### src/rtl/lmmb_hist_mem.sv
// Level histogram: 256 bins with per-bin valid bits and two registered read ports.
module lmmb_hist_mem #(
    parameter int CNT_W = 8
) (
    input  logic             clk,
    input  logic             rst_n,
    input  logic             clr,
    input  logic             we,
    input  logic [7:0]       waddr,
    input  logic [CNT_W-1:0] wdata,
    input  logic [7:0]       raddr_a,
    input  logic [7:0]       raddr_b,
    output logic [CNT_W-1:0] rdata_a,
    output logic [CNT_W-1:0] rdata_b
);
    logic [CNT_W-1:0] mem [256];
    logic [CNT_W-1:0] rda_reg;
    logic [CNT_W-1:0] rdb_reg;
    logic             hv_reg [256];
    logic             va_reg;
    logic             vb_reg;

    always_ff @(posedge clk)
    begin
        if (we)
        begin
            mem[waddr] <= wdata;
        end
        rda_reg <= mem[raddr_a];
        rdb_reg <= mem[raddr_b];
    end

    // A bin that has not been written since the last clear reads as zero.
    always_ff @(posedge clk or negedge rst_n)
    begin
        if (!rst_n)
        begin
            for (int i = 0; i < 256; i++)
            begin
                hv_reg[i] <= 1'b0;
            end
            va_reg <= 1'b0;
            vb_reg <= 1'b0;
        end
        else
        begin
            if (clr)
            begin
                for (int i = 0; i < 256; i++)
                begin
                    hv_reg[i] <= 1'b0;
                end
            end
            else if (we)
            begin
                hv_reg[waddr] <= 1'b1;
            end
            va_reg <= hv_reg[raddr_a];
            vb_reg <= hv_reg[raddr_b];
        end
    end

    assign rdata_a = va_reg ? rda_reg : '0;
    assign rdata_b = vb_reg ? rdb_reg : '0;
endmodule

### config.mk
export PLATFORM = sky130hd
export DESIGN_NAME = lmmb_hist_mem
export DESIGN_NICKNAME = d
export VERILOG_FILES = /design/src/rtl/lmmb_hist_mem.sv
export SDC_FILE = /design/constraint.sdc
export NUM_CORES = 2
export LEC_CHECK = 0
export BUFFER_PORTS_ARGS = -buffer_cell sky130_fd_sc_hd__buf_2
export CAP_MARGIN = 20
export CELL_PAD_IN_SITES_DETAIL_PLACEMENT = 0
export CELL_PAD_IN_SITES_GLOBAL_PLACEMENT = 2
export CORE_MARGIN = 3
export CORE_UTILIZATION = 45
export DETAILED_ROUTE_END_ITERATION = 8
export PLACE_DENSITY_LB_ADDON = 0.1
export SYNTH_ARGS = -nofsm -noshare
export SYNTH_HDL_FRONTEND = slang
export SYNTH_SLANG_ARGS = --single-unit
### constraint.sdc
create_clock -name clk -period 2.2 [get_ports clk]
set_clock_uncertainty 0.05 [all_clocks]
set_input_delay 0.33 -clock clk [delete_from_list [all_inputs] [get_ports clk]]
set_output_delay 0.33 -clock clk [all_outputs]
set_load 0.005 [all_outputs]
==> metrics.yaml <==
ys_types: 67
synthAdderAreaFrac: 0
numCtsBuffers: 281
area_growth_pct: 23.9
startpoint_type: "register"
synth_top_family_by_area: "multiplexers"
cpPeakStageDelay_ns: 0.55
maxCapViolations: 0
hold_violations: 0
worstHoldPathType: "input pin to register"
worstRegToRegCells: 8
yosysWarnings: 0
synth_mux_area_frac: 0.266
yosys_register_bits: 2322
violations: "setup timing"
p_per_area_mw_per_mm2: 759
finalWirelength_um: 390000
wl_per_cell_um: 36.0
initial_core_util: 0.454
synth_compound_area_frac: 0.0419
htree_num_levels: 5
grt_start_max_net_pins: 97
largest_register_ffs: 2048
setup_ws_ns: -0.657
track_usage: 0.314
setup_violations: 26
layout-drive-gt1-share: 0.420
via_count: 69352
antenna_found_initial: 13
status: "complete, but fails checks"
layout_commonest_cell: "edfxtp_1"
power_frac_seq: 0.468
finalCoreUtilization: 0.562
clock_latency_ns: 0.93
clk_pin_slew_ns: 0.06
worstPathArrival_ns: 3.57
drtPass1Iterations: 5
io_pins: 52
synth-xor-area-share: 0
path_common_cell: "mux4_2"
die_x_um: 499
final_cell_area_mm2: 0.136
relSlewSlack: 0.477
period_minus_slack_ns: 2.86
root_buffer: "clkbuf_16"
power_leakage_nw: 47.4
grt_pass1_wl_um: 550000
place_area_mm2: 0.126
path_buf_inv: 1
multi_input_area_mm2: 0.0394
final_cell_mix: "2,048 x edfxtp_1, 1,092 x mux4_2, 1,083 x buf_4"
worst-path-stages: 8
path_class: "register to register"
worstHoldPathCells: 1
async_flop_share: 0.111
portBuffers: 51
power.internal_w: 0.0791
worstPathMaxFanout: 3
ant_nets: 0
synth_cells: 6136
tightest_slew_ns: 0.784
grt_setup_unrepaired: "yes"
first_global_vias: 70588
synthSimpleGateAreaFrac: 0.0436
drc_errors: 0
viasPerCell: 6.41
die-area_mm2: 0.249
p_clk_frac: 0.435
avgSynthCellArea_um2: 17.9
hpwl_um: 277000
drt-initial-drc-count: 8676
vdd_ir_drop_max_mv: 0.598
syn-num-nets: 6172
placementRows: 180
die_y_um: 499
clockBufferDepth: 4
place_ws_ns: -1.62
synth_area_mm2: 0.110
layout.nets: 7456
cp-end-kind: "register"
cp_slowest_cell: "mux4_2"
path_delay_family: "multiplexers"
combinationalPowerShare: 0.097
nFillCells: 18731
place_congestion: 0.941
synth_edf_count: 2048
grt-ovfl-total: 0
yosysSeqAreaShare: 0.623
cts_tree: "built"
synthFlopType: "edfxtp_1"
p_sw_frac: 0.232
slew_viol_final: 0
cts.sinks: 2322
coreArea_mm2: 0.241
fmax_mhz: 350
period_share: 1.30
required_ns: 2.91
whs_ns: 0.0520
power_switching_w: 0.0240
path_cells: "mux4_2 > mux4_2 > nand2_1 > o31ai_1 > buf_4 > a211o_2 > o211ai_1 > a21oi_1"
seqCellArea_mm2: 0.0683
[repair_timing]
| item | 4_1_cts | 5_1_grt |
|---|---|---|
| setup endpoints to repair | 34 | 28 |
| resized for setup | 125 | 27 |
| pin swaps | 29 | 16 |
| endpoints found under the hold margin | 756 | 0 |
| setup buffers | 4 | 1 |
| hold buffers | 10 | 0 |
[Yosys cell counts (24+ instances only)]
cell type / number / area (um^2)
nor3_1: 35 / 175
o21ba_2: 31 / 310
nand2_1: 155 / 582
a22o_1: 26 / 228
buf_1: 39 / 146
a22oi_1: 77 / 578
a21oi_1: 92 / 460
o21ai_0: 70 / 350
nor2b_1: 34 / 213
dfrtp_1: 258 / 6460
nor2_1: 784 / 2940
edfxtp_1: 2048 / 61500
buf_2: 115 / 576
nand3_1: 66 / 330
mux4_2: 1092 / 24600
a211oi_1: 36 / 270
buf_6: 65 / 732
o22ai_1: 84 / 526
clkbuf_1: 183 / 687
buf_4: 63 / 473
mux2_2: 24 / 270
o221ai_1: 91 / 797
mux2i_1: 421 / 4210
[stage by stage]
| step | TNS [ns] | total power, W | instances |
|---|---|---|---|
| final | -7.50 | 0.103 | 10816 |
| after global routing | -8.25 | 0.106 | 10812 |
| after CTS | -8.15 | 0.104 | 10811 |
| after detailed placement | -22.05 | 0.0588 | 10315 |
| after global placement | -22.01 | 0.0588 | 10315 |
| after floorplan | -10.76 | 0.0538 | 6136 |
[worst paths after layout]
path / start / endpoint / slack [ns]
worst max-delay path: hv_reg[28] / va_reg / -0.66
worst min-delay path: wdata[2] / mem[213][2] / 0.05
worst max register to register: hv_reg[28] / va_reg / -0.66
worst min register to register: hv_reg[114] / hv_reg[114] / 0.46
max in group asynchronous: rst_n / hv_reg[78] / 1.53
min in group asynchronous: rst_n / hv_reg[255] / 0.13
[cell type report]
class	instances	area share
clock buffer	385	0.0572
sequential	2322	0.503
inverter	8	0.000258
timing repair buffer	1476	0.112
antenna	7	0.000129
clock inverter	102	0.00717
tap	3185	0.0294
multi-input combinational	3331	0.290
[kinds of logic after synthesis]
kind of cell	after synthesis
DFF	2322
AOI/OAI and AO/OA	638
buffers and inverters	483
and+or+nand+nor	1155
muxes	1538
[power by group through the flow]
stage	logic [W]	clock network (W)	registers, W
detailed placement	0.00972	0	0.0491
floorplan	0.00474	0	0.0491
global route	0.0104	0.0473	0.0482
finish	0.0100	0.0448	0.0482
CTS	0.00995	0.0455	0.0482
global placement	0.00967	0	0.0491
[routing by layer]
layer	up-vias	global-route usage	share of wire
met5	-	0	0
met4	0	0.116	0.041
met3	679	0.0560	0.088
met2	3513	0.486	0.47
met1	37015	0.448	0.40
li1	28145	-	-
No activity file was read; power rests on OpenSTA's default activity.
