$ cat src/rtl/lmmb_pkg.sv
// Shared types and constants for the median/MAD binarizer.
package lmmb_pkg;

    localparam int CFG_IDX_W  = 2;
    localparam int CFG_DATA_W = 16;
    localparam int ROW_W      = 16;
    localparam int CFG_WID_W  = 11;
    localparam int CFG_WIN_W  = 4;

    localparam logic [CFG_IDX_W-1:0] REG_WIDTH  = 2'd0;
    localparam logic [CFG_IDX_W-1:0] REG_HEIGHT = 2'd1;
    localparam logic [CFG_IDX_W-1:0] REG_WIN    = 2'd2;

    localparam logic REQ_PIXEL = 1'b0;
    localparam logic REQ_FLUSH = 1'b1;

    typedef enum logic [3:0] {
        ST_IDLE,
        ST_BOUND,
        ST_FILL_RD,
        ST_FILL_HR,
        ST_FILL_WR,
        ST_SCAN,
        ST_MID,
        ST_OUT
    } state_t;

    typedef struct packed {
        logic clear;
        logic step;
    } sel_ctrl_t;

endpackage

$ cat src/rtl/lmmb_select.sv
// Shared rank-selection unit: accumulates bin counts and picks the middle level(s).
module lmmb_select #(
    parameter int CNT_W = 8
) (
    input  logic                clk,
    input  logic                rst_n,
    input  lmmb_pkg::sel_ctrl_t ctrl,
    input  logic [CNT_W-1:0]    cnt,
    input  logic [7:0]          level,
    input  logic [CNT_W-1:0]    kth,
    input  logic                pair,
    output logic [7:0]          result,
    output logic                found
);
    import lmmb_pkg::*;

    logic [CNT_W-1:0] acc_reg;
    logic [CNT_W-1:0] acc_next;
    logic [7:0]       a_reg;
    logic [7:0]       b_reg;
    logic             fa_reg;
    logic             fb_reg;
    logic [8:0]       pair_sum;

    assign acc_next = acc_reg + cnt;

    always_ff @(posedge clk or negedge rst_n)
    begin
        if (!rst_n)
        begin
            acc_reg <= '0;
            a_reg   <= '0;
            b_reg   <= '0;
            fa_reg  <= 1'b0;
            fb_reg  <= 1'b0;
        end
        else if (ctrl.clear)
        begin
            acc_reg <= '0;
            fa_reg  <= 1'b0;
            fb_reg  <= 1'b0;
        end
        else if (ctrl.step)
        begin
            acc_reg <= acc_next;
            if (!fa_reg && acc_next > kth)
            begin
                a_reg  <= level;
                fa_reg <= 1'b1;
            end
            // The lower middle value is the first level whose running count reaches kth.
            if (!fb_reg && acc_next >= kth)
            begin
                b_reg  <= level;
                fb_reg <= 1'b1;
            end
        end
    end

    assign pair_sum = {1'b0, a_reg} + {1'b0, b_reg};
    assign result   = pair ? pair_sum[8:1] : a_reg;
    assign found    = fa_reg;
endmodule

$ cat config.mk
export PLATFORM = sky130hd
export DESIGN_NAME = lmmb_select
export DESIGN_NICKNAME = d
export VERILOG_FILES = /design/src/rtl/lmmb_pkg.sv /design/src/rtl/lmmb_select.sv
export SDC_FILE = /design/constraint.sdc
export NUM_CORES = 1
export LEC_CHECK = 0
export BUFFER_PORTS_ARGS = -buffer_cell sky130_fd_sc_hd__buf_2
export CAP_MARGIN = 25
export CORE_ASPECT_RATIO = 0.6
export CORE_MARGIN = 2
export CORE_UTILIZATION = 28
export CTS_BUF_LIST = sky130_fd_sc_hd__clkbuf_4 sky130_fd_sc_hd__clkbuf_8
export CTS_CLUSTER_DIAMETER = 80
export CTS_CLUSTER_SIZE = 10
export DETAILED_ROUTE_END_ITERATION = 8
export PLACE_DENSITY_LB_ADDON = 0.08
export SLEW_MARGIN = 20
export SYNTH_ARGS = -nofsm -noshare
export SYNTH_HDL_FRONTEND = slang
export SYNTH_SLANG_ARGS = --single-unit
$ cat constraint.sdc
create_clock -name clk -period 4 [get_ports clk]
set_clock_uncertainty 0.1 [all_clocks]
set_input_delay 1.2 -clock clk [delete_from_list [all_inputs] [get_ports clk]]
set_output_delay 1.2 -clock clk [all_outputs]
set_load 0.01 [all_outputs]
==> flow_summary_export.csv, run 1 <==
group,metric,value,unit
floorplan,die_area,0.007700,mm2
drt,first_iter_violations,69,
floorplan,row_count,23,
layout,layout_common_cells,"37 x buf_2, 26 x dfrtp_1, 22 x ha_1",
logic_synthesis,yosys-top-cells-area,"dfrtp_1 33%, ha_1 14%, mux2_2 11%",
timing,timing.setup.tns,0,ps
clock_tree,cts.path.max_buffers,2,
layout,diodes,0,
timing,worstMarginPinSlew,625.0,ps
timing,max_freq,261.4,MHz
timing,relSlewSlack,0.5833,
drt,drtAntennaViolNets,0,
worst_setup_path,crit_required,4060,ps
logic_synthesis,synthFlopType,"dfrtp_1",
clock_tree,cts_sinks,26,
floorplan,io_pins,38,
clock_tree,cts_root_buf,"clkbuf_8",
worst_setup_path,critPathLaunchType,"primary input",
logic_synthesis,synth.largest_area_cell,"dfrtp_1",
logic_synthesis,synth_edf_count,0,
floorplan,die_y,68.78,um
floorplan,coreArea,0.006734,mm2
place,hpwl,3844,um
clock_tree,cts_tree,"built",
pwr,total_power,1592,uW
worst_setup_path,end_kind,"register",
grt,antenna_found_initial,0,
grt,grt_first_pass_wirelength,7776,um
drt,drc_errors,0,
pwr,leakagePower,0.001177,uW
clock_tree,htree_levels,1,
place,place_congestion,0.7665,
logic_synthesis,ys_seq_elements,26,
timing,period_share,0.9564,
run,cap_viol_max_count,0,
floorplan,start_util,0.2908,
pwr,peakVddDrop,0.2353,mV
drt,first_pass_iters,4,
drt,drt_wl_total,4648,um
logic_synthesis,netlist_instances,194,
drt,wl_per_cell,14.13,um
worst_setup_path,cp.arrival,3890,ps
timing,drv_slew,0,
logic_synthesis,yosysTopAreaCellShare,0.3323,
grt,grt_pass1_vias,1493,
logic_synthesis,syn_nets,247,
grt,grt_max_degree,27,
layout,final_nets,296,
drt,via_per_inst,4.708,
timing,setup_viol,0,
pwr,power_density,658.8,mW/mm2
timing,hold_viol,0,
logic_synthesis,ys.warnings.count,0,
min_path,min_path_type,"register to register",
clock_tree,clock_latency,270,ps
layout,layout_commonest_cell,"buf_2",
layout,layout-drive-gt1-share,0.3471,
floorplan,die_x,112.0,um
worst_setup_path,crit_type,"primary input to register",
logic_synthesis,ys_seq_area_frac,0.3323,
timing,whs,425.9,ps
logic_synthesis,synth_area,0.001958,mm2
layout,area_growth_syn_to_layout,23.45,%
layout,final_util,0.3590,
grt,grt_overflow,0,
logic_synthesis,async_flop_share,1.000,
logic_synthesis,avgSynthCellArea,10.09,um2
drt,vias,1549,
logic_synthesis,yosysUniqueCellTypes,44,
clock_tree,cts.clk_slew.worst_paths,100,ps
clock_tree,cts_made_buffers,3,
timing,rsz0062_at_grt,"false",
timing,layout_min_cycle_time,3826,ps
grt,track_usage,0.1286,
run_status,status,"completed",
worst_setup_path,path_max_fanout,9,
place,io_buffers,37,
==> Yosys cell counts, types with 2 or more instances <==
library cell / count
nand2_1: 12
nor2_1: 14
a21oi_2: 3
nand2b_1: 2
inv_1: 16
a31oi_1: 2
a21oi_1: 10
ha_1: 22
mux2_2: 19
xor2_1: 3
mux2i_1: 6
xnor2_1: 7
o21ai_1: 2
dfrtp_1: 26
o21ai_0: 5
nand3_1: 5
clkbuf_1: 2
a21o_1: 4
fa_1: 2
nor2b_1: 4
nand4_1: 5
==> critical path, cell delays in order <==
cell and delay [ps]:
buf_2 100, ha_1 220, fa_2 360, a21o_1 200, a21oi_2 190, o21ai_2 110
nor2_2 120, xnor2_1 70, ha_1 290, nand4_1 230, a31oi_2 280, o211ai_4 110
buf_12 150, mux2_2 260
==> where the power goes <==
group          total (uW)  switching (uW)  leakage (uW)  internal, uW
Sequential            435            72.8      0.000323           362
Clock                 175            87.0     0.0000288          88.1
Combinational         982             496      0.000825           486
Total                1590             656       0.00118           937
==> area by class of cell <==
| cell class | instances | area (um2) |
|---|---|---|
| clock buffer | 4 | 55.05 |
| fill | 708 | 4317 |
| inverter | 16 | 60.06 |
| multi-input combinational | 149 | 1257 |
| sequential | 26 | 650.6 |
| tap | 87 | 108.9 |
| timing repair buffer | 47 | 285.3 |
==> metrics by stage <==
step	cell area (um2)	worst slack, ps	cells
6_report	2417	174.3	329
3_3_place_gp	2300	-247.0	323
3_5_place_dp	2300	-257.4	323
5_1_grt	2417	8.197	329
4_1_cts	2355	32.04	327
2_1_floorplan	1958	130.1	194
==> cell families after synthesis <==
| group | synth area share |
|---|---|
| buffers and inverters | 0.03706 |
| DFF | 0.3323 |
| muxes | 0.1399 |
| and+or+nand+nor | 0.1240 |
| xor gates and xnor gates | 0.04473 |
| adders and majority gates | 0.1610 |
| AOI/OAI and AO/OA | 0.1610 |
==> final timing paths <==
path / from / to / slack [ps] / depth (start not counted)
worst max-delay path: cnt[0] / b_reg[5] / 170 / 14
worst min-delay path: b_reg[2] / b_reg[2] / 430 / 1
worst max register to register: acc_reg[6] / b_reg[5] / 810 / 12
worst min register to register: b_reg[2] / b_reg[2] / 430 / 1
max in group asynchronous: rst_n / fb_reg / 2560 / 1
min in group asynchronous: rst_n / acc_reg[3] / 830 / 1
==> routing by layer <==
metal	GRT usage	share of wire	up-vias
li1	-	-	798
met2	0.1795	0.36	33
met4	0.004573	0	0
met3	0.02972	0.061	0
met5	0	0	-
met1	0.2068	0.58	718
==> repair_timing <==
action / 4_1_cts / 5_1_grt
hold buffers: 0 / 0
buffers inserted: 0 / 2
setup endpoints to repair: 0 / 16
resized for setup: 0 / 6
Power figures use the tool's default switching activity.
==> inputs of run 2 (changes only) <==
PLACE_DENSITY = 0.49   (was default)
PLACE_DENSITY_LB_ADDON = default   (was 0.08)
==> flow_summary_export.csv, run 2 (synthesis gave the netlist of run 1 again) <==
group,metric,value,unit
run_status,status,"completed",
place,place_congestion,0.8501,
place,place_inst,329,
layout,layout-drive-gt1-share,0.3482,
place,hpwl,3906,um
layout,final_cell_area,0.002439,mm2
worst_setup_path,cp_cell_sequence,"buf_2, ha_1, fa_2, a21o_1, a21oi_2, o21ai_1, nor2_1, xnor2_1, ha_1, nand4_1, a31oi_2, o211ai_4, buf_12, mux2_2",
floorplan,start_util,0.2908,
layout,multi_input_area,0.001247,mm2
pwr,leakagePower,0.001195,uW
pwr,switching_power,656.0,uW
floorplan,coreArea,0.006734,mm2
place,io_buffers,37,
grt,grt_overflow,0,
timing,max_freq,259.0,MHz
grt,antenna_found_initial,0,
run,cap_viol_max_count,0,
layout,diodes,0,
grt,grt_pass1_vias,1455,
pwr,sw_frac_of_total,0.4145,
place,postPlaceCellArea,0.002357,mm2
worst_setup_path,cpMaxStageDelayCell,"fa_2",
layout,final_util,0.3621,
timing,fin_ws,138.6,ps
drt,drt_wl_total,4658,um
layout,layout_common_cells,"37 x buf_2, 26 x dfrtp_1, 22 x ha_1",
worst_setup_path,cp.arrival,3910,ps
timing,hold_viol,0,
floorplan,row_count,23,
pwr,p_comb_frac,0.634,
drt,via_per_inst,4.647,
drt,first_iter_violations,88,
grt,grt_first_pass_wirelength,7534,um
grt,grt_max_degree,27,
floorplan,die_x,112.0,um
place,dp_slack,-209.4,ps
drt,wl_per_cell,13.95,um
timing,period_share,0.9654,
clock_tree,htree_levels,1,
pwr,peakVddDrop,0.2412,mV
worst_setup_path,crit_required,4050,ps
pwr,p_clk_frac,0.090,
clock_tree,cts.path.max_buffers,2,
drt,vias,1552,
layout,layout_commonest_cell,"buf_2",
layout,nFillCells,700,
worst_setup_path,path_max_fanout,9,
clock_tree,cts_tree,"built",
pwr,p_int,926.4,uW
drt,drtAntennaViolNets,0,
pwr,power_frac_seq,0.275,
worst_setup_path,cp_top_family,"adder cells",
timing,drv_slew,0,
layout,area_growth_syn_to_layout,24.54,%
worst_setup_path,crit_buf_inv,2,
min_path,min_path_type,"register to register",
grt,track_usage,0.1262,
floorplan,die_y,68.78,um
drt,drc_errors,0,
worst_setup_path,crit_type,"primary input to register",
floorplan,io_pins,38,
pwr,power_density,648.9,mW/mm2
timing,layout_min_cycle_time,3861,ps
worst_setup_path,end_kind,"register",
timing,setup_viol,0,
worst_setup_path,critPathLaunchType,"primary input",
layout,register_area,650.6,um2
timing,worstMarginPinSlew,585.6,ps
clock_tree,cts_sinks,26,
clock_tree,cts_root_buf,"clkbuf_8",
drt,first_pass_iters,4,
clock_tree,cts.clk_slew.worst_paths,80,ps
layout,layoutNonFillerInstCount,334,
clock_tree,clock_latency,260,ps
worst_setup_path,crit_top_cell,"ha_1",
timing,relSlewSlack,0.6096,
layout,final_nets,302,
worst_setup_path,cpPeakStageDelay,350,ps
clock_tree,cts_made_buffers,3,
floorplan,die_area,0.007700,mm2
==> run 2: changes by cell type in the layout (fill, tap and decap cells not counted), sizes merged <==
cell	delta
buf	+6
clkbuf	-1
==> run 2: layer usage <==
metal | track usage | up-vias | routed length [um]
li1 | - | 806 | -
met1 | 0.2017 | 708 | 2630
met2 | 0.1705 | 34 | 1748
met3 | 0.02710 | 4 | 251
met4 | 0.02287 | 0 | 28
met5 | 0 | - | 0
==> run 2: worst register-to-register path, stage by stage (launching register included) <==
cell and delay [ps]:
dfrtp_1 390, ha_1 220, fa_2 350, a21o_1 190, a21oi_2 130, o21ai_1 100, nor2_1 140, xnor2_1 110
ha_1 310, nand4_1 220, a31oi_2 300, o211ai_4 120, buf_12 150, mux2_2 270
==> run 2: final timing paths <==
check,slack (ps),depth (start not counted),to,startpoint
worst max-delay path,140,14,b_reg[6],cnt[0]
worst min-delay path,420,1,acc_reg[5],acc_reg[5]
max in group asynchronous,2580,1,b_reg[5],rst_n
worst max register to register,790,13,b_reg[6],acc_reg[0]
min in group asynchronous,830,1,acc_reg[0],rst_n
worst min register to register,420,1,acc_reg[5],acc_reg[5]
==> run 2: metrics by stage <==
step	power, uW	hold slack [ps]	setup TNS (ps)
finish	1582	418.3	0
CTS	1588	423.9	0
floorplan	1138	369.8	0
global placement	1416	392.2	-3482
global route	1750	441.0	-11.93
detailed placement	1435	389.1	-3226
==> run 2: layout make-up <==
cell class              count  share of cell area
clock buffers               3             0.01693
inverters                  16             0.02463
multi-input cells         149              0.5115
flip-flops and latches     26              0.2668
well taps                  87             0.04464
repair buffers             53              0.1355
==> run 2: timing repair <==
action / CTS / global route
hold buffers: 0 / 0
resized for setup: 0 / 3
buffers inserted: 0 / 2
hold endpoints to repair: 0 / 0
endpoints found under the setup margin: 0 / 16
==> run 2: power groups by stage <==
stage	sequential [uW]	clock (uW)	combinational (uW)
3_3_place_gp	441	0	975
4_1_cts	438	152	997
3_5_place_dp	443	0	992
6_report	436	143	1000
5_1_grt	455	164	1130
2_1_floorplan	418	0	720
